File: src/design/gpm_pkg.sv
// Shared constants and types for the glob pattern matcher.
`default_nettype none

package gpm_pkg;

    localparam int PAT_REGS  = 4;
    localparam int PAT_CHARS = 4 * PAT_REGS;
    localparam int LEN_W     = 5;
    localparam int ADDR_W    = 5;
    localparam int DATA_W    = 32;

    localparam logic [7:0] STAR_BYTE = 8'h2A;
    localparam logic [7:0] ANY_BYTE  = 8'h3F;

    typedef logic [2:0] reg_idx_t;

    localparam reg_idx_t REG_LENGTH  = 3'd0;
    localparam reg_idx_t REG_CHARS_0 = 3'd1;
    localparam reg_idx_t REG_CHARS_1 = 3'd2;
    localparam reg_idx_t REG_CHARS_2 = 3'd3;
    localparam reg_idx_t REG_CHARS_3 = 3'd4;

    typedef logic [PAT_REGS-1:0][DATA_W-1:0] pat_regs_t;
    typedef logic [PAT_CHARS-1:0][7:0]       pat_bytes_t;

endpackage : gpm_pkg

`default_nettype wire

File: src/design/glob_pattern_matcher_unit.sv
// Top level: streaming wildcard glob matcher with APB pattern registers.
//
//  channel   direction  handshake                  payload
//  text      in         text_valid / text_stall    text_char, char_present, last_char
//  result    out        result_valid / result_stall matched
//  config    in         APB psel/penable/pwrite    paddr, pwdata, prdata
//
// One item per cycle while no last item is held by a stalled result. Each item
// is held in the input register; the position-set update (star closure, step,
// closure) runs from there into the state and result registers, so a result is
// registered as its last item leaves the input register. State feeds back.
// Reset: pattern registers clear, only position zero active, no item held.
// A held result stalls only an item marked last; other items keep flowing.
`default_nettype none

module glob_pattern_matcher_unit
    import gpm_pkg::*;
#(
    parameter int PATTERN_MAX = 16
) (
    input  wire logic              clk,
    input  wire logic              rst_n,

    input  wire logic              text_valid,
    output logic                   text_stall,
    input  wire logic [7:0]        text_char,
    input  wire logic              char_present,
    input  wire logic              last_char,

    output logic                   result_valid,
    input  wire logic              result_stall,
    output logic                   matched,

    input  wire logic              psel,
    input  wire logic              penable,
    input  wire logic              pwrite,
    input  wire logic [ADDR_W-1:0] paddr,
    input  wire logic [DATA_W-1:0] pwdata,
    output logic [DATA_W-1:0]      prdata,
    output logic                   pready
);

    localparam int STATE_W = PATTERN_MAX + 1;
    localparam int EFF_MAX = (PATTERN_MAX < PAT_CHARS) ? PATTERN_MAX : PAT_CHARS;

    // configuration
    logic [LEN_W-1:0] length_reg;
    pat_regs_t        chars_reg;
    pat_bytes_t       pat_bytes;
    reg_idx_t         reg_idx;
    logic             cfg_write;

    assign pready    = 1'b1;
    assign reg_idx   = paddr[ADDR_W-1:2];
    assign cfg_write = psel && penable && pwrite && pready;
    assign pat_bytes = chars_reg;

    always_ff @(posedge clk or negedge rst_n)
    begin
        if (!rst_n)
        begin
            length_reg <= '0;
            chars_reg  <= '0;
        end
        else if (cfg_write)
        begin
            unique case (reg_idx)
                REG_LENGTH:  length_reg   <= pwdata[LEN_W-1:0];
                REG_CHARS_0: chars_reg[0] <= pwdata;
                REG_CHARS_1: chars_reg[1] <= pwdata;
                REG_CHARS_2: chars_reg[2] <= pwdata;
                REG_CHARS_3: chars_reg[3] <= pwdata;
                default: ;
            endcase
        end
    end

    always_comb
    begin
        unique case (reg_idx)
            REG_LENGTH:  prdata = {{(DATA_W-LEN_W){1'b0}}, length_reg};
            REG_CHARS_0: prdata = chars_reg[0];
            REG_CHARS_1: prdata = chars_reg[1];
            REG_CHARS_2: prdata = chars_reg[2];
            REG_CHARS_3: prdata = chars_reg[3];
            default:     prdata = '0;
        endcase
    end

    // effective length and per-position pattern masks
    logic [LEN_W-1:0]   eff_len;
    logic [EFF_MAX-1:0] in_use;
    logic [EFF_MAX-1:0] star_pos;
    logic [EFF_MAX-1:0] single_pos;

    assign eff_len = (length_reg > LEN_W'(EFF_MAX)) ? LEN_W'(EFF_MAX) : length_reg;

    // input register
    logic       s1_valid_reg;
    logic       s1_valid_next;
    logic [7:0] s1_char_reg;
    logic       s1_present_reg;
    logic       s1_last_reg;
    logic       s1_fire;
    logic       out_free;
    logic       text_accept;

    always_comb
    begin
        for (int i = 0; i < EFF_MAX; i++)
        begin
            in_use[i]     = LEN_W'(i) < eff_len;
            star_pos[i]   = in_use[i] && (pat_bytes[i] == STAR_BYTE);
            single_pos[i] = in_use[i] && ((pat_bytes[i] == ANY_BYTE)
                                          || (pat_bytes[i] == s1_char_reg));
        end
    end

    // position set
    logic [STATE_W-1:0] state_reg;
    logic [STATE_W-1:0] closed_cur;
    logic [STATE_W-1:0] stepped;
    logic [STATE_W-1:0] closed_new;
    logic [STATE_W-1:0] after_item;
    logic               match_now;

    always_comb
    begin
        closed_cur = state_reg;
        for (int i = 0; i < EFF_MAX; i++)
        begin
            if (closed_cur[i] && star_pos[i])
                closed_cur[i+1] = 1'b1;
        end

        stepped = '0;
        for (int i = 0; i < EFF_MAX; i++)
        begin
            if (closed_cur[i] && star_pos[i])
            begin
                stepped[i]   = 1'b1;
                stepped[i+1] = 1'b1;
            end
            else if (closed_cur[i] && single_pos[i])
            begin
                stepped[i+1] = 1'b1;
            end
        end

        closed_new = stepped;
        for (int i = 0; i < EFF_MAX; i++)
        begin
            if (closed_new[i] && star_pos[i])
                closed_new[i+1] = 1'b1;
        end

        after_item = s1_present_reg ? closed_new : closed_cur;

        match_now = 1'b0;
        for (int i = 0; i <= EFF_MAX; i++)
        begin
            if (eff_len == LEN_W'(i))
                match_now = after_item[i];
        end
    end

    // handshake
    logic result_valid_reg;
    logic result_valid_next;
    logic matched_reg;

    assign out_free     = !result_valid_reg || !result_stall;
    assign s1_fire      = s1_valid_reg && (!s1_last_reg || out_free);
    assign text_stall   = s1_valid_reg && !s1_fire;
    assign text_accept  = text_valid && !text_stall;
    assign result_valid = result_valid_reg;
    assign matched      = matched_reg;

    always_comb
    begin
        s1_valid_next = s1_valid_reg;
        if (text_accept)
            s1_valid_next = 1'b1;
        else if (s1_fire)
            s1_valid_next = 1'b0;

        result_valid_next = result_valid_reg;
        if (s1_fire && s1_last_reg)
            result_valid_next = 1'b1;
        else if (!result_stall)
            result_valid_next = 1'b0;
    end

    always_ff @(posedge clk or negedge rst_n)
    begin
        if (!rst_n)
        begin
            s1_valid_reg     <= 1'b0;
            result_valid_reg <= 1'b0;
            state_reg        <= STATE_W'(1);
        end
        else
        begin
            s1_valid_reg     <= s1_valid_next;
            result_valid_reg <= result_valid_next;
            if (s1_fire)
                state_reg <= s1_last_reg ? STATE_W'(1) : after_item;
        end
    end

    always_ff @(posedge clk)
    begin
        if (text_accept)
        begin
            s1_char_reg    <= text_char;
            s1_present_reg <= char_present;
            s1_last_reg    <= last_char;
        end
        if (s1_fire && s1_last_reg)
            matched_reg <= match_now;
    end

`ifndef ASSERT_OFF
    a_restart: assert property (@(posedge clk) disable iff (!rst_n)
        s1_fire && s1_last_reg |=> state_reg == STATE_W'(1))
        else $error("position set not restarted after last item");

    a_stall_needs_item: assert property (@(posedge clk) disable iff (!rst_n)
        text_stall |-> s1_valid_reg && s1_last_reg)
        else $error("input stalled without a held last item");

    a_result_source: assert property (@(posedge clk) disable iff (!rst_n)
        $rose(result_valid) |-> $past(s1_fire && s1_last_reg))
        else $error("result without a finished last item");

    a_state_range: assert property (@(posedge clk) disable iff (!rst_n)
        (state_reg >> (EFF_MAX + 1)) == '0)
        else $error("position beyond pattern capacity active");
`endif

endmodule : glob_pattern_matcher_unit

`default_nettype wire

File: config.mk
export PLATFORM = sky130hd
export DESIGN_NAME = glob_pattern_matcher_unit
export DESIGN_NICKNAME = d
export VERILOG_FILES = /design/src/design/gpm_pkg.sv /design/src/design/glob_pattern_matcher_unit.sv
export SDC_FILE = /design/constraint.sdc
export NUM_CORES = 1
export LEC_CHECK = 0
export BUFFER_PORTS_ARGS = -buffer_cell sky130_fd_sc_hd__buf_2
export CORE_ASPECT_RATIO = 1.75
export CORE_MARGIN = 8
export CORE_UTILIZATION = 30
export DETAILED_ROUTE_END_ITERATION = 12
export PLACE_DENSITY = 0.43
export SYNTH_ARGS = -nofsm -noshare
export SYNTH_HDL_FRONTEND = slang
export SYNTH_SLANG_ARGS = --single-unit
File: constraint.sdc
create_clock -name clk -period 11.3 [get_ports clk]
set_clock_uncertainty 0.05 [all_clocks]
set_input_delay 2.26 -clock clk [delete_from_list [all_inputs] [get_ports clk]]
set_output_delay 2.26 -clock clk [all_outputs]
set_load 0.05 [all_outputs]
* Word-level counts from Yosys, hierarchy flattened
Index checks and enable logic that the tools add are counted.
** Word-level totals
- Bits of input ports :: 54
- Output and inout bits :: 36
- Flip-flop bits (word level) :: 163
** Operators by class
- Multiplexer cells :: 105
- Order comparisons :: 17
- Equal/unequal tests :: 69
- Reductions and logical operators :: 117
** Operators with widths (count)
- == test 8 x 6 -> 1 bit, second input constant :: 32
- one-hot mux 32 bit (5 select lines) :: 1
- == test 8 bit :: 16
- two-way mux 1 bit :: 101
- logical AND 1 bit :: 86
- == test 5 x 4 -> 1 bit, second input constant :: 8
- < comparator 4 x 5 -> 1 bit, first input constant :: 8
- two-way mux 17 bit :: 2
- == test 5 x 3 -> 1 bit, second input constant :: 4
- < comparator 3 x 5 -> 1 bit, first input constant :: 4
- logical OR 1 bit :: 18
- == test 5 x 2 -> 1 bit, second input constant :: 2
- < comparator 1 x 5 -> 1 bit, first input constant :: 2
- < comparator 2 x 5 -> 1 bit, first input constant :: 2
- AND reduction 2 bit :: 5
- == test 3 x 2 -> 1 bit, second input constant :: 2
- == test 5 x 1 -> 1 bit, second input constant :: 1
- == test 5 bit, second input constant :: 1
- greater-than comparator 5 bit, second input constant :: 1
- logical NOT 1 bit :: 5
- logical NOT 5 bit :: 1
- two-way mux 5 bit :: 1
- == test 3 x 1 -> 1 bit, second input constant :: 1
- == test 3 bit, second input constant :: 1
- other kinds (3) :: 3

* Longest topological paths before layout
Gate-level depths: netlist (run 1).
- Depth after elaboration :: 57
- Depth in mapped cells :: 14
- Depth with buffers taken out :: 12

* Worst setup path before layout (run 1)
OpenSTA, ideal clock, no wires.
- Path type :: input -> output
- Start point :: in paddr[4]
- End point :: out prdata[10]
- Path slack :: 4.943 ns
- Stages on the path :: 5
- Arrival :: 4.047 ns
- Path buffers :: 2
- Cells stage by stage :: clkbuf_1 nor3b_1 clkbuf_1 a22oi_1 nand2_1
** On the way
- Word-level cells in the longest chain between the ends :: 2
- Elaborated cells on any way between the ends :: 6
** Ends and longest elaborated chain
- start, declared :: line glob_pattern_matcher_unit.sv:37 : input wire logic [ADDR_W-1:0] paddr,
- == test 3 bit (tied with other cells) :: line glob_pattern_matcher_unit.sv:80 : unique case (reg_idx)
- one-hot mux 32 bit (5 select lines) (*) :: line glob_pattern_matcher_unit.sv:80
- end, declared :: line glob_pattern_matcher_unit.sv:39 : output logic [DATA_W-1:0] prdata,
Every way passes the cells marked *; elsewhere a longest branch is shown, timed or not.

* Worst setup path in the final report (run 1)
- Start point :: in paddr[3]
- End point :: out prdata[29]
The elaborated chain is that of the path after synthesis.

==> results of run 1 <==
## cell usage after synthesis (12+ instances only)
| master | n | area (sq um) |
|---|---|---|
| nor4_1 | 16 | 100 |
| nor3_1 | 21 | 105 |
| a21oi_1 | 46 | 230 |
| mux2_2 | 134 | 1510 |
| or3_1 | 12 | 75.1 |
| xor2_1 | 64 | 561 |
| inv_1 | 12 | 45.0 |
| nand4_1 | 33 | 206 |
| clkbuf_1 | 59 | 221 |
| nand3_1 | 15 | 75.1 |
| a22oi_1 | 58 | 435 |
| and3_1 | 13 | 81.3 |
| xnor2_1 | 64 | 561 |
| nand2_1 | 75 | 282 |
| nor2_1 | 55 | 206 |
| dfrtp_1 | 151 | 3780 |
| o21ai_0 | 21 | 105 |
## stage by stage
stage               total power [mW]  worst slack, ns  cells  hold slack [ns]  area [sq um]
finish                          1.94             4.45   1578            0.446         12000
floorplan                       1.17             4.94   1042            0.402         10400
global placement                1.36             4.39   1546            0.438         11400
global route                    2.04             4.24   1578            0.502         12000
CTS                             1.96             4.43   1578            0.453         12000
detailed placement              1.36             4.43   1546            0.437         11400
## layout make-up
type	instances	area, sq um	share of cell area
Sequential cell	163	4140	0.346
Clock inverter	12	120	0.0100
Timing Repair Buffer	108	602	0.0503
Multi-Input combinational cell	803	6030	0.504
Inverter	12	45.0	0.00377
Clock buffer	20	447	0.0374
Tap cell	460	576	0.0481
## worst min-delay path: cells and delay by family (launching register included)
family / cells / cell delay [ns]
AO/OA/AOI/OAI: 1 / 0.07
AND/OR/NAND/NOR: 1 / 0.05
flip-flops: 1 / 0.35
## kinds of logic (layout without fill, tap and decap cells)
group | count (synthesis) | after routing | share of synthesized area
buffers and inverters | 76 | 152 | 0.0280
AND/OR/NAND/NOR | 294 | 294 | 0.150
flip-flops | 163 | 163 | 0.397
XOR/XNOR | 128 | 128 | 0.108
other | 1 | 1 | 0.000360
AO/OA/AOI/OAI | 236 | 236 | 0.162
multiplexers | 144 | 144 | 0.155
## power groups by stage
stage	registers [mW]	clock network, mW	logic (mW)
floorplan	0.800	0	0.372
finish	0.846	0.588	0.505
global placement	0.856	0	0.501
CTS	0.846	0.604	0.509
detailed placement	0.857	0	0.507
global route	0.863	0.625	0.551
## worst max path at each step
stage,slack [ns],to,depth (start not counted),startpoint
2_1_floorplan,4.94,prdata[10],5,paddr[4]
3_3_place_gp,4.39,prdata[29],6,paddr[3]
3_5_place_dp,4.43,prdata[29],6,paddr[3]
4_1_cts,4.43,prdata[29],6,paddr[3]
5_1_grt,4.24,prdata[29],6,paddr[3]
6_report,4.45,prdata[29],6,paddr[3]
## layer usage
| metal | track usage | up-vias | routed length [um] |
|---|---|---|---|
| met5 | 0 | - | 0 |
| met3 | 0.0310 | 66 | 1410 |
| met4 | 0.0817 | 0 | 1330 |
| li1 | - | 4030 | - |
| met2 | 0.347 | 228 | 20700 |
| met1 | 0.217 | 4459 | 15300 |
==> metrics.yaml, run 1 <==
sta:
  setup_tns_ns: 0
  worstMarginPinSlew_ns: 0.940
  hold_viol_final: 0
  slew_viol_final: 0
  relSlewSlack: 0.369
  finalSetupViolations: 0
  finalCritPeriodShare: 0.606
  rsz0062_at_grt: "false"
  fmax_mhz: 146
  layout_min_cycle_time_ns: 6.85
detailed_routing:
  wire_per_inst_um: 24.5
  drc: 0
  finalWirelength_um: 38700
  via_per_inst: 5.57
  ant_nets: 0
  dr.pass1.iters: 5
  drt_iter0_drc: 452
  routed-via-count: 8783
clocking:
  clk_path_buf_depth: 2
  numCtsBuffers: 17
  cts_max_level: 4
  clk_pin_slew_ns: 0.07
  cts_tree: "done"
  clock_latency_ns: 0.45
  cts.sinks: 163
  cts_resized: 0
  hold_buffers: 0
  cts_root_buffer: "clkbuf_16"
  cts_setup_buffers: 0
worst_setup_path:
  critPathKind: "in -> out"
  r2r_start: "length_reg[4]"
  r2r-end: "matched"
  crit_buf_inv: 2
  endpoint_kind: "output port"
  critPathMaxStageDelay_ns: 0.86
  cp.arrival_ns: 4.54
  rr_worst_depth: 13
  critPathSlowestCell: "nor2b_4"
  reg2reg_slack_ns: 6.57
  crit_chain: "buf_2 > nor2b_1 > nor2b_4 > a22oi_1 > nand2_1 > buf_2"
  critPathMaxFanout: 28
  cp_common_cell: "buf_2"
  startpoint_type: "primary input"
  cp_data_required_time_ns: 8.99
  cp_top_family: "simple AND/OR/NAND/NOR gates"
power_and_ir_drop:
  clockPowerShare: 0.303
  netSwitchingPower_mw: 0.719
  power.static_leakage_nw: 5.01
  internal-power_mw: 1.22
  p_per_area_mw_per_mm2: 162
  vdd_drop_max_v: 0.0000954
  power_frac_comb: 0.261
  swShare: 0.371
  pwr-share-seq: 0.436
global_route:
  grt_pass1_wl_um: 59200
  grt_max_degree: 87
  antenna_found_initial: 0
  grt_pass1_vias: 9394
  overflow: 0
  grt.total_usage: 0.192
cells_and_area:
  most-common-layout-cells: "151 x dfrtp_1, 134 x mux2_2, 85 x buf_2, 75 x nand2_1"
  final_common_cell: "dfrtp_1"
  layout-drive-gt1-share: 0.258
  diodes: 0
  fillers: 3533
  nets: 1159
  post-route-util: 0.348
  area_delta_synth_final_pct: 14.9
  largest_reg_flops: 128
synthesis:
  synth.distinct_cells: 70
  synth_flop_cell: "dfrtp_1"
  synth_seq_area_share: 0.397
  synthArstFlopShare: 0.933
  synthCells: 1042
  postSynthNetCount: 1096
  netlist_area_sq_mm: 0.0104
  synth.avg_cell_area_sq_um: 9.99
  synth-warning-count: 0
  synth_edf_count: 11
  synth_seq_cells: 163
status:
  outcome: "completed"
job:
  drv_cap: 0
die:
  die-width_um: 157
  fp.dieH_um: 262
  std_cell_rows: 90
  boundaryPins: 90
  die-area_sq_mm: 0.0412
  start_util: 0.303
  coreArea_sq_mm: 0.0343
worst_hold_path:
  holdPathStages: 2
  min-delay-start: "state_reg[16]"
  hold_path_class: "reg -> reg"
  hold_end: "state_reg[16]"
placed_design:
  gp_congestion: 0.884
  io_buffer_count: 86
  hpwlAfterDp_um: 27600
Note: power is estimated with default switching activity, not from simulation.
==> inputs of run 2 (changes only) <==
- ABC_AREA: default -> 1
- clock period: 11.3 -> 6.9 ns (I/O delays scaled with it)
==> run 2 against run 1 <==
  * Critical path depth is 3 higher
  * Sequential share of layout area is 0.53 points higher
  * Via count is 14% higher
  * Total power is 63% higher
==> metrics.yaml, run 2 <==
status:
  outcome: "completed"
clocking:
  numCtsBuffers: 17
  cts_tree: "done"
  cts_setup_buffers: 0
  cts.sinks: 163
  clock_latency_ns: 0.45
  hold_buffers: 0
  clk_path_buf_depth: 2
  clk_pin_slew_ns: 0.07
  cts_max_level: 4
  cts_resized: 0
  cts_root_buffer: "clkbuf_16"
synthesis:
  synth_common_cells: "395 x nand2_1, 192 x inv_1, 165 x o21ai_0, 151 x dfrtp_1, 73 x nor2_1"
  netlist_area_sq_mm: 0.0103
  synthCells: 1422
  synth.area.top_cells: "dfrtp_1 37%, nand2_1 14%, o21ai_0 8.0%, inv_1 7.0%, xnor2_1 3.9%"
  postSynthNetCount: 1476
  synth.avg_cell_area_sq_um: 7.22
  synth_seq_cells: 163
  synth.distinct_cells: 56
  synth-warning-count: 0
  synth_flop_cell: "dfrtp_1"
  synthArstFlopShare: 0.933
  synth_edf_count: 11
  synth_top_area_cell: "dfrtp_1"
  synth_seq_area_share: 0.403
  synth_most_common_cell: "nand2_1"
  synth_top_area_frac: 0.368
placed_design:
  io_buffer_count: 86
  hpwlAfterDp_um: 30400
  gp_congestion: 0.925
  placed_cell_area_sq_mm: 0.0112
power_and_ir_drop:
  swShare: 0.384
  pwr-share-seq: 0.437
  internal-power_mw: 1.94
  netSwitchingPower_mw: 1.21
  power_frac_comb: 0.255
  clockPowerShare: 0.308
  power.static_leakage_nw: 5.47
  p_per_area_mw_per_mm2: 268
  vdd_drop_max_v: 0.000184
sta:
  relSlewSlack: 0.344
  slew_viol_final: 0
  hold_viol_final: 0
  setup_tns_ns: 0
  layout_min_cycle_time_ns: 4.90
  holdWs_ns: 0.458
  fmax_mhz: 204
  worstMarginPinSlew_ns: 0.983
  finalSetupViolations: 0
  finalCritPeriodShare: 0.710
  rsz0062_at_grt: "false"
worst_setup_path:
  startpoint_type: "primary input"
  critPathSlowestCell: "inv_1"
  critPathMaxStageDelay_ns: 0.74
  critPathKind: "in -> out"
  cp.arrival_ns: 3.47
  cp_data_required_time_ns: 5.47
  r2r_start: "length_reg[4]"
  endpoint_kind: "output port"
  critPathMaxFanout: 22
  critPathLaunch: "paddr[2]"
  crit_chain: "buf_2 > inv_1 > nor3_2 > buf_4 > inv_1 > o21ai_0 > a221oi_1 > o21ai_0 > buf_2"
cells_and_area:
  diodes: 0
  stdcell_area_sq_mm: 0.0118
  final_common_cell: "nand2_1"
  largest_reg_flops: 128
  layout-drive-gt1-share: 0.133
  most-common-layout-cells: "391 x nand2_1, 192 x inv_1, 165 x o21ai_0, 151 x dfrtp_1, 85 x buf_2"
  area_delta_synth_final_pct: 14.6
  nets: 1542
job:
  drv_cap: 0
global_route:
  overflow: 0
  grt_pass1_wl_um: 62000
  antenna_found_initial: 0
  grt_max_degree: 65
  grt_pass1_vias: 9960
  grt.total_usage: 0.205
worst_hold_path:
  min-delay-start: "state_reg[16]"
  hold_path_class: "reg -> reg"
die:
  boundaryPins: 90
  start_util: 0.304
  fp.dieH_um: 261
  coreArea_sq_mm: 0.0337
  std_cell_rows: 89
  die-width_um: 156
  die-area_sq_mm: 0.0407
detailed_routing:
  ant_nets: 0
  routed-via-count: 10026
  drc: 0
  dr.pass1.iters: 5
  finalWirelength_um: 41000
  drt_iter0_drc: 734
  wire_per_inst_um: 20.9
  via_per_inst: 5.13
## run 2: changes by cell type after synthesis, sizes merged, moves of 30 or more
| cell | before | now |
|---|---|---|
| xor2 | 64 | 13 |
| nand2 | 75 | 425 |
| inv | 12 | 197 |
| nand3 | 15 | 45 |
| mux2 | 134 | 0 |
| o21ai | 22 | 168 |
| a21oi | 46 | 10 |
| a22oi | 58 | 1 |
## run 2: kinds of logic after synthesis
group | count (synthesis) | synth area share
xor+xnor | 59 | 0.0503
flops | 163 | 0.403
buf+inv | 264 | 0.101
compound gates | 274 | 0.161
simple gates | 661 | 0.285
other cells | 1 | 0.000365
## run 2: layout make-up
type / instances / area, sq um
Fill cell: 3583 / 22000
Multi-Input combinational cell: 995 / 5120
Sequential cell: 163 / 4140
Inverter: 202 / 763
Timing Repair Buffer: 109 / 609
Tap cell: 455 / 569
Clock buffer: 21 / 450
Clock inverter: 11 / 124
## run 2: stage by stage
| step | instances | util | power (mW) | setup slack, ns |
|---|---|---|---|---|
| floorplan | 1422 | - | 1.88 | 2.30 |
| global placement | 1924 | 0.332 | 2.19 | 1.98 |
| detailed placement | 1924 | 0.332 | 2.20 | 2.03 |
| CTS | 1956 | 0.349 | 3.18 | 2.03 |
| global route | 1956 | 0.349 | 3.34 | 1.86 |
| finish | 1956 | 0.349 | 3.15 | 2.00 |
## run 2: path summary, 6_finish.rpt
kind | endpoint | slack [ns] | cells past startpoint
setup / recovery | prdata[4] | 2.00 | 9
hold / removal | state_reg[16] | 0.46 | 2
setup reg to reg | matched | 2.50 | 36
hold reg to reg | state_reg[16] | 0.46 | 2
max in group asynchronous | chars_reg[122] | 4.80 | 2
min in group asynchronous | chars_reg[4] | 0.78 | 1
## run 2: metal layers
metal / GRT usage / up-vias / share of wire
li1: - / 4834 / -
met1: 0.234 / 4771 / 0.39
met2: 0.358 / 321 / 0.51
met3: 0.0282 / 100 / 0.044
met4: 0.119 / 0 / 0.056
met5: 0 / - / 0
## run 2: critical path, delay by kind of cell
family / cells / cell delay (ns)
buffers and inverters: 5 / 1.43
AO/OA/AOI/OAI: 3 / 0.59
AND/OR/NAND/NOR: 1 / 0.06
## run 2: power groups by stage
stage | clock network (mW) | logic, mW | registers [mW]
6_report | 0.971 | 0.804 | 1.38
5_1_grt | 1.04 | 0.903 | 1.40
4_1_cts | 1.00 | 0.806 | 1.38
3_5_place_dp | 0 | 0.804 | 1.39
3_3_place_gp | 0 | 0.796 | 1.39
2_1_floorplan | 0 | 0.592 | 1.29
==> inputs of run 3 (changes only) <==
- PLACE_DENSITY: 0.43 -> 0.44
- clock period: 6.9 -> 4 ns (I/O delays scaled with it)
==> run 3 against run 2 <==
  * Sequential cell count did not move
  * Utilization rose by 1.9 points
  * Worst setup slack got worse by 1.9 ns
  * Via count rose by 1.2%
  * Critical endpoint is now matched
==> metrics.yaml, run 3 (same netlist as run 2, synthesis figures left out) <==
power_and_ir_drop:
  power_frac_comb: 0.270
  internal-power_mw: 3.47
  power.static_leakage_nw: 5.81
  vdd_drop_max_v: 0.000317
  clockPowerShare: 0.312
  netSwitchingPower_mw: 2.19
  p_per_area_mw_per_mm2: 457
  swShare: 0.387
  pwr-share-seq: 0.417
  power_mw: 5.67
worst_setup_path:
  critPathMaxFanout: 5
  cp_common_cell: "nand2_2"
  critPathSlowestCell: "dfrtp_2"
  cp-endpoint: "matched"
  r2r-end: "matched"
  critPathLaunch: "length_reg[3]"
  reg2reg_slack_ns: 0.08
  critPathKind: "reg -> reg"
  rr_worst_depth: 42
  endpoint_kind: "flip-flop"
  startpoint_type: "flip-flop"
  critPathMaxStageDelay_ns: 0.48
  r2r_start: "length_reg[3]"
  cp.arrival_ns: 4.08
  cp_data_required_time_ns: 4.16
global_route:
  grt_pass1_wl_um: 62700
  grt_pass1_vias: 10176
  grt_max_degree: 73
  grt.total_usage: 0.208
  antenna_found_initial: 0
  overflow: 0
clocking:
  hold_buffers: 0
  numCtsBuffers: 17
  clock_latency_ns: 0.46
  clk_path_buf_depth: 2
  cts.sinks: 163
  cts_root_buffer: "clkbuf_16"
  cts_max_level: 4
  cts_tree: "done"
  clk_pin_slew_ns: 0.07
placed_design:
  gp_congestion: 0.907
  hpwlAfterDp_um: 31600
  placed_cell_area_sq_mm: 0.0116
  io_buffer_count: 86
die:
  std_cell_rows: 89
  coreArea_sq_mm: 0.0337
  die-width_um: 156
  boundaryPins: 90
  die-area_sq_mm: 0.0407
  fp.dieH_um: 261
  start_util: 0.304
detailed_routing:
  routed-via-count: 10145
  drt_iter0_drc: 653
  dr.pass1.iters: 5
  finalWirelength_um: 42100
  drc: 0
  ant_nets: 0
  via_per_inst: 5.06
  wire_per_inst_um: 21.0
cells_and_area:
  nets: 1589
  final_common_cell: "nand2_1"
  area_delta_synth_final_pct: 20.9
  stdcell_area_sq_mm: 0.0124
  diodes: 0
  most-common-layout-cells: "383 x nand2_1, 189 x inv_1, 163 x o21ai_0, 146 x dfrtp_1, 85 x buf_2"
  largest_reg_flops: 128
  layout-drive-gt1-share: 0.177
job:
  drv_cap: 0
sta:
  slew_viol_final: 0
  finalSetupViolations: 0
  layout_min_cycle_time_ns: 3.92
  hold_viol_final: 0
  relSlewSlack: 0.468
  rsz0062_at_grt: "true"
  worstMarginPinSlew_ns: 0.794
  fmax_mhz: 255
  finalCritPeriodShare: 0.979
worst_hold_path:
  hold_path_class: "in -> async"
status:
  outcome: "completed"
==> run 3: layout make-up <==
class	count	area [sq um]
inverter	202	766
clock inverter	14	168
timing repair buffer	156	1100
clock buffer	18	450
tap	455	569
fill	3594	21300
multi-input combinational	995	5220
sequential	163	4140
==> run 3: worst max-delay path, delay by kind of cell (launching register included) <==
kind	cells	cell delay, ns
flops	1	0.48
compound gates	1	0.06
buf+inv	1	0.11
simple gates	40	2.94
==> run 3: how the worst min path moves through the flow <==
stage	from	endpoint	slack, ns
floorplan	state_reg[16]	state_reg[16]	0.40
global placement	result_valid	result_valid	0.43
detailed placement	result_valid	result_valid	0.45
CTS	rst_n	chars_reg[3]	0.33
global route	rst_n	chars_reg[2]	0.36
finish	rst_n	chars_reg[2]	0.30
==> run 3: metal layers <==
metal,GRT usage,up-vias,part of all wire
li1,-,4920,-
met1,0.230,4806,0.39
met2,0.372,322,0.51
met3,0.0321,97,0.044
met4,0.117,0,0.051
met5,0,-,0
==> run 3: power groups by stage <==
stage          combinational [mW]  sequential (mW)  clock, mW
6_report                     1.53             2.37       1.77
2_1_floorplan                1.02             2.22          0
3_3_place_gp                 1.47             2.39          0
4_1_cts                      1.49             2.36       1.81
5_1_grt                      1.70             2.40       1.87
3_5_place_dp                 1.48             2.39          0
==> run 3: repair_timing <==
item	4_1_cts	5_1_grt
gates resized for setup	1	38
setup buffers	0	13
setup endpoints to repair	1	5
gates cloned	0	1
pin swaps	0	9
==> run 3: stage by stage <==
| step | TNS [ns] | std cells | util | hold slack, ns | setup slack, ns |
|---|---|---|---|---|---|
| floorplan | 0 | 1422 | - | 0.400 | 0.557 |
| global placement | -0.0331 | 1957 | 0.343 | 0.432 | -0.0331 |
| detailed placement | -0.0378 | 1957 | 0.343 | 0.449 | -0.0378 |
| CTS | 0 | 1989 | 0.361 | 0.333 | 0.0345 |
| global route | -0.292 | 2003 | 0.368 | 0.364 | -0.214 |
| finish | 0 | 2003 | 0.368 | 0.305 | 0.0845 |
